File: src/hdl/sit_pkg.sv
package sit_pkg;

	localparam int STATUS_W = 2;
	localparam int POS_W    = 17;

	typedef enum logic [STATUS_W-1:0] {
		ST_HIT      = 2'd0,
		ST_PARALLEL = 2'd1,
		ST_MISS     = 2'd2
	} status_t;

endpackage

File: src/hdl/sit_divider.sv
// Pipelined restoring divider: one quotient bit per stage.
module sit_divider #(
	parameter int DEN_W         = 35,
	parameter int FRACTION_BITS = 16
) (
	input  logic                   clk,
	input  logic                   arst_n,
	input  logic                   in_valid,
	input  sit_pkg::status_t       in_status,
	input  logic [DEN_W-1:0]       in_num,
	input  logic [DEN_W-1:0]       in_den,
	output logic                   out_valid,
	output sit_pkg::status_t       out_status,
	output logic [FRACTION_BITS:0] out_quot
);
	localparam int NS = FRACTION_BITS + 1;
	localparam int RW = DEN_W + 1;

	logic             v_q  [NS];
	sit_pkg::status_t st_q [NS];
	logic [RW-1:0]    r_q  [NS];
	logic [DEN_W-1:0] d_q  [NS];
	logic [NS-1:0]    q_q  [NS];

	always_ff @(posedge clk or negedge arst_n) begin
		if (!arst_n) begin
			for (int i = 0; i < NS; i++) v_q[i] <= 1'b0;
		end else begin
			v_q[0] <= in_valid;
			for (int i = 1; i < NS; i++) v_q[i] <= v_q[i-1];
		end
	end

	// Stage 0 takes the integer bit; each later stage shifts and subtracts.
	always_ff @(posedge clk) begin
		st_q[0] <= in_status;
		d_q[0]  <= in_den;
		if (in_num >= in_den) begin
			r_q[0] <= RW'(in_num - in_den);
			q_q[0] <= NS'(1);
		end else begin
			r_q[0] <= RW'(in_num);
			q_q[0] <= '0;
		end
		for (int i = 1; i < NS; i++) begin
			st_q[i] <= st_q[i-1];
			d_q[i]  <= d_q[i-1];
			if ({r_q[i-1][RW-2:0], 1'b0} >= RW'(d_q[i-1])) begin
				r_q[i] <= {r_q[i-1][RW-2:0], 1'b0} - RW'(d_q[i-1]);
				q_q[i] <= {q_q[i-1][NS-2:0], 1'b1};
			end else begin
				r_q[i] <= {r_q[i-1][RW-2:0], 1'b0};
				q_q[i] <= {q_q[i-1][NS-2:0], 1'b0};
			end
		end
	end

	assign out_valid  = v_q[NS-1];
	assign out_status = st_q[NS-1];
	assign out_quot   = (st_q[NS-1] == sit_pkg::ST_HIT) ? q_q[NS-1] : '0;
endmodule

File: config.mk
export PLATFORM = sky130hd
export DESIGN_NAME = sit_divider
export DESIGN_NICKNAME = d
export VERILOG_FILES = /design/src/hdl/sit_pkg.sv /design/src/hdl/sit_divider.sv
export SDC_FILE = /design/constraint.sdc
export NUM_CORES = 2
export LEC_CHECK = 0
export ABC_AREA = 1
export BUFFER_PORTS_ARGS = -buffer_cell sky130_fd_sc_hd__buf_2
export CORE_MARGIN = 3
export CORE_UTILIZATION = 55
export CTS_CLUSTER_SIZE = 30
export DETAILED_ROUTE_END_ITERATION = 8
export GPL_TIMING_DRIVEN = 0
export PLACE_DENSITY = 0.83
export SLEW_MARGIN = 40
export SYNTH_ARGS = -nofsm -noshare
export SYNTH_HDL_FRONTEND = slang
export SYNTH_SLANG_ARGS = --single-unit
File: constraint.sdc
create_clock -name clk -period 5.8 [get_ports clk]
set_input_delay 0.29 -clock clk [delete_from_list [all_inputs] [get_ports clk]]
set_output_delay 0.29 -clock clk [all_outputs]
set_load 0.005 [all_outputs]
**Word level (Yosys, flattened, before mapping)**

Memories as Yosys holds them, arrays and structs flattened.
Index checks and enable logic that the tools add are counted.

- Register bits after elaboration: 17
- Bits in writable memories: 1530
- Input bits: 75
- Output and inout port bits: 20
- Logic and storage cells: 176
- Memories kept: 4

- Add/subtract/negate cells: 17
- Order comparisons: 17
- Mux-type cells: 86
- Bitwise gates (word level): 34
- Reduce and logical (&&, ||, !) cells: 1

Memory list:

| memory | words | width | read ports | clocked after memory_dff | write ports | line | text |
|---|---|---|---|---|---|---|---|
| r_q | 17 | 36 | 16 | 0 | 17 | sit_divider.sv:21 | `logic [RW-1:0] r_q [NS];` |
| d_q | 17 | 35 | 16 | 0 | 17 | sit_divider.sv:22 | `logic [DEN_W-1:0] d_q [NS];` |
| q_q | 17 | 17 | 17 | 0 | 17 | sit_divider.sv:23 | `logic [NS-1:0] q_q [NS];` |
| st_q | 17 | 2 | 17 | 0 | 17 | sit_divider.sv:20 | `sit_pkg::status_t st_q [NS];` |

Operators with widths:

| kind | count |
|---|---|
| two-way mux 36 bit | 17 |
| greater-or-equal comparator 36 x 35 -> 1 bit | 16 |
| subtractor 36 x 35 -> 36 bit | 16 |
| two-way mux 17 bit | 18 |
| two-way mux 1 bit | 51 |
| subtractor 35 x 35 -> 36 bit | 1 |
| greater-or-equal comparator 35 bit | 1 |
| bitwise OR 1 bit | 34 |
| logical NOT 2 bit | 1 |

**Depth between registers and ports, before layout**

- Word-level depth: 4
- Mapped depth: 16
- Gate-level depth less buffers: 15

**Least setup slack after synthesis**

OpenSTA, ideal clock, no wires.

- Path type: reg2reg
- Start: memory d_q[14][0] (netlist: d_q[0][490])
- End: memory r_q[15][23] (netlist name)
- Library setup time: 0.113 ns
- Arrival time: 1.874 ns
- Data required time: 5.687 ns
- Setup slack: 3.813 ns
- Cell stages (with the launch flop): 14
- Buffers on the path: 1
- Clock period less this slack: 1.987 ns
- Cell sequence: dfxtp_1 > inv_1 > fa_1 > nand3_1 > nand3_1 > nand3_2 > nand3b_4 > nand2_1 > nand2_1 > nand2_1 > nand2_4 > buf_4 > nand3_1 > nand2_1

RTL lines:

| what | line |
|---|---|
| start, declared | sit_divider.sv:22 |
| end, declared | sit_divider.sv:21 |

==> flow_metrics.env <==
export IMPL_die_height_um=381
export IMPL_period_share_pct=54.5
export IMPL_core_rowCount=137
export IMPL_numPortBuffers=94
export IMPL_overflow=0
export IMPL_start_util_pct=55.5
export IMPL_place_inst=13974
export IMPL_drt_iter0_drc=6009
export IMPL_critPathKind="register to register"
export IMPL_clock_latency_ns=0.80
export IMPL_die_area_um2=146000
export IMPL_synth_nets=12689
export IMPL_synth_seq_cells=1324
export IMPL_cts_tree="done"
export IMPL_syn_cell_area_um2=77500
export IMPL_critPathRequiredTime_ns=6.33
export IMPL_die_width_um=381
export IMPL_root_buffer="clkbuf_16"
export IMPL_via_per_inst=5.18
export IMPL_antenna_found_initial=18
export IMPL_core_area_um2=140000
export IMPL_critPathArrivalTime_ns=3.69
export IMPL_power_leakage_nw=49.4
export IMPL_drc=1
export IMPL_cts_hold_buffers=75
export IMPL_postCtsSetupRepairBufs=0
export IMPL_setup_viol=0
export IMPL_ys_warnings_count=0
export IMPL_fin_tns_setup_ns=0
export IMPL_violations="design-rule violations"
export IMPL_avgSynthCellArea_um2=6.46
export IMPL_ys_types=46
export IMPL_peakVddDrop_uv=378
export IMPL_maxSlewHeadroom_pct=43.4
export IMPL_cts_reportedPaths_clkPinSlew_ns=0.06
export IMPL_p_per_area_nw_per_um2=608
export IMPL_layout_setup_ws_ns=2.64
export IMPL_wirelength_mm=260
export IMPL_ctsResizeCount=0
export IMPL_final_nets=13000
export IMPL_hold_class="primary input to async pin"
export IMPL_synth_ff_type="dfxtp_1"
export IMPL_ant_nets=0
export IMPL_grt_use_total_pct=34.9
export IMPL_synth_edf_count=0
export IMPL_fin_crit_ns=3.16
export IMPL_clockBufferDepth=3
export IMPL_max_freq_mhz=316
export IMPL_numCtsBuffers=140
export IMPL_drtPass1Iterations=9
export IMPL_fillers=13251
export IMPL_io_pins=95
export IMPL_rsz0062_at_grt="no"
export IMPL_hpwlAfterDp_mm=214
export IMPL_place_gp_congestion=1.04
export IMPL_instances_no_fill=14313
export IMPL_worst_pin_slew_ns=0.848
export IMPL_place_ws_ns=2.81
export IMPL_cap_violations=0
export IMPL_finalHoldViolations=0
export IMPL_endpoint_kind="register"
export IMPL_routedWlPerCell_um=18.1
export IMPL_cp_start_kind="register"
export IMPL_grt_max_degree=18
export IMPL_r2r_slack_ns=2.64
export IMPL_status="complete, but fails checks"
export IMPL_ys_async_sr_fraction_pct=1.28
export IMPL_path_max_fanout=10
export IMPL_seqCellArea_um2=26600
export IMPL_drive_gt1_share_pct=4.50
export IMPL_syn_inst=12004
export IMPL_grt_pass1_vias=70660
export IMPL_area_growth_syn_to_layout_pct=10.9
export IMPL_grt_pass1_wl_mm=396
export IMPL_multi_input_area_um2=41400
export IMPL_cts_sinks=1324
export IMPL_slew_viol_final=0
export IMPL_yosysSeqAreaShare_pct=34.3
export IMPL_h_tree_depth=4
export IMPL_finalClockSkew_ns=0.0400
export IMPL_vias=74102
==> synthesized netlist by cell type, types with 3 or more instances <==
| master | n | area (um^2) |
|---|---|---|
| nand2_1 | 4736 | 17800 |
| inv_1 | 2261 | 8490 |
| dfxtp_1 | 1307 | 26200 |
| nor2_1 | 872 | 3270 |
| nand3_1 | 611 | 3060 |
| ha_1 | 594 | 7430 |
| a21oi_1 | 465 | 2330 |
| xor2_1 | 287 | 2510 |
| o21ai_0 | 202 | 1010 |
| nor3_1 | 98 | 490 |
| nand4_1 | 83 | 519 |
| nand3b_1 | 81 | 608 |
| o21bai_1 | 71 | 533 |
| buf_6 | 64 | 721 |
| nor2_2 | 44 | 275 |
| buf_4 | 31 | 233 |
| nor4_1 | 28 | 175 |
| nand2_2 | 24 | 150 |
| dfrtp_1 | 17 | 425 |
| and2_1 | 16 | 100 |
| fa_1 | 16 | 320 |
| nand2_4 | 14 | 158 |
| inv_4 | 13 | 81.3 |
| nand3_2 | 13 | 130 |
| nand3b_4 | 12 | 240 |
| o21ai_1 | 8 | 40.0 |
| nand3b_2 | 4 | 45.0 |
| a21oi_2 | 3 | 26.3 |
| buf_2 | 3 | 15.0 |
| clkbuf_1 | 3 | 11.3 |
| nor2_4 | 3 | 33.8 |
==> state kept, by name (all words and copies together), names as in the netlist <==
name and flops:
st_q 34, q_q 153, r_q 560, v_q 16
d_q 560, out_valid 1
==> routing by layer <==
metal / vias up / track usage, % / part of all wire (%)
met5: - / 0 / 0.033
met4: 12 / 14.4 / 4.5
met3: 647 / 4.97 / 6.9
met2: 2761 / 58.9 / 46
met1: 33537 / 44.7 / 43
li1: 37145 / - / -
==> where the power goes <==
group,switching [mW],total [mW],internal (mW)
logic,19.4,28.9,9.52
clock network,3.84,9.39,5.55
registers,1.99,14.0,12.0
==> worst max-delay path, cell delays in order, from the launching register on <==
cell     delay (ns)
dfxtp_1        0.49
inv_1          0.09
ha_1           0.36
nand2_1        0.14
nor2_1         0.31
nand2_1        0.09
nor2_1         0.30
nand2_1        0.11
nand2_1        0.08
a21oi_1        0.10
nand2_4        0.21
inv_6          0.08
buf_6          0.16
nand2_1        0.06
nand2_1        0.30
==> worst paths after layout <==
kind / end / depth (start not counted) / from
setup / recovery: r_q[3][32] / 14 / d_q[0][85]
hold / removal: v_q[16] / 3 / arst_n
setup reg to reg: r_q[3][32] / 14 / d_q[0][85]
hold reg to reg: q_q[12][4] / 0 / q_q[11][3]
max in group asynchronous: out_valid / 3 / arst_n
min in group clk: d_q[0][3] / 2 / in_den[3]
==> cell type report <==
class	count	share of cell area, %
Buffer	103	1.16
Antenna cell	10	0.0291
Inverter	2277	9.99
Tap cell	1876	2.73
Timing Repair Buffer	169	1.41
Sequential cell	1324	30.9
Clock buffer	184	4.51
Clock inverter	70	1.14
Multi-Input combinational cell	8300	48.1
==> per-stage QoR <==
step                hold WS, ns  power, mW  utilization, %  cell area, um^2
floorplan              -0.00559       33.8               -            77500
global placement          0.273       42.0            57.5            80400
detailed placement        0.300       42.3            57.5            80400
CTS                      0.0966       51.9            61.5            86000
global route              0.141       56.5            61.5            86000
finish                    0.150       52.3            61.6            86000
==> placed cells by master, fill, tap and decap left out, types with 14 or more instances in the layout <==
| master | count |
|---|---|
| and2_1 | 16 |
| nand2_4 | 14 |
| nor4_1 | 28 |
| dfrtp_1 | 17 |
| clkbuf_1 | 28 |
| a21oi_1 | 465 |
| nor2_2 | 44 |
| nand3b_1 | 81 |
| o21ai_0 | 202 |
| nor2_1 | 872 |
| clkbuf_8 | 17 |
| nand2_1 | 4736 |
| bufinv_16 | 17 |
| nor3_1 | 98 |
| ha_1 | 594 |
| o21bai_1 | 71 |
| dlygate4sd3_1 | 74 |
| buf_6 | 64 |
| nand3_1 | 611 |
| fa_1 | 16 |
| buf_2 | 98 |
| buf_4 | 31 |
| inv_6 | 18 |
| inv_1 | 2261 |
| xor2_1 | 287 |
| nand4_1 | 83 |
| nand2_2 | 24 |
| clkinv_2 | 16 |
| clkbuf_16 | 142 |
| dfxtp_1 | 1307 |
==> cells by family after synthesis <==
kind of cell | share of synthesized area, %
and+or+nand+nor | 34.9
buffers and inverters | 12.4
DFF | 34.3
AOI/OAI and AO/OA | 5.15
adders and majority gates | 10.0
xor gates and xnor gates | 3.25
Power figures use the tool's default switching activity.
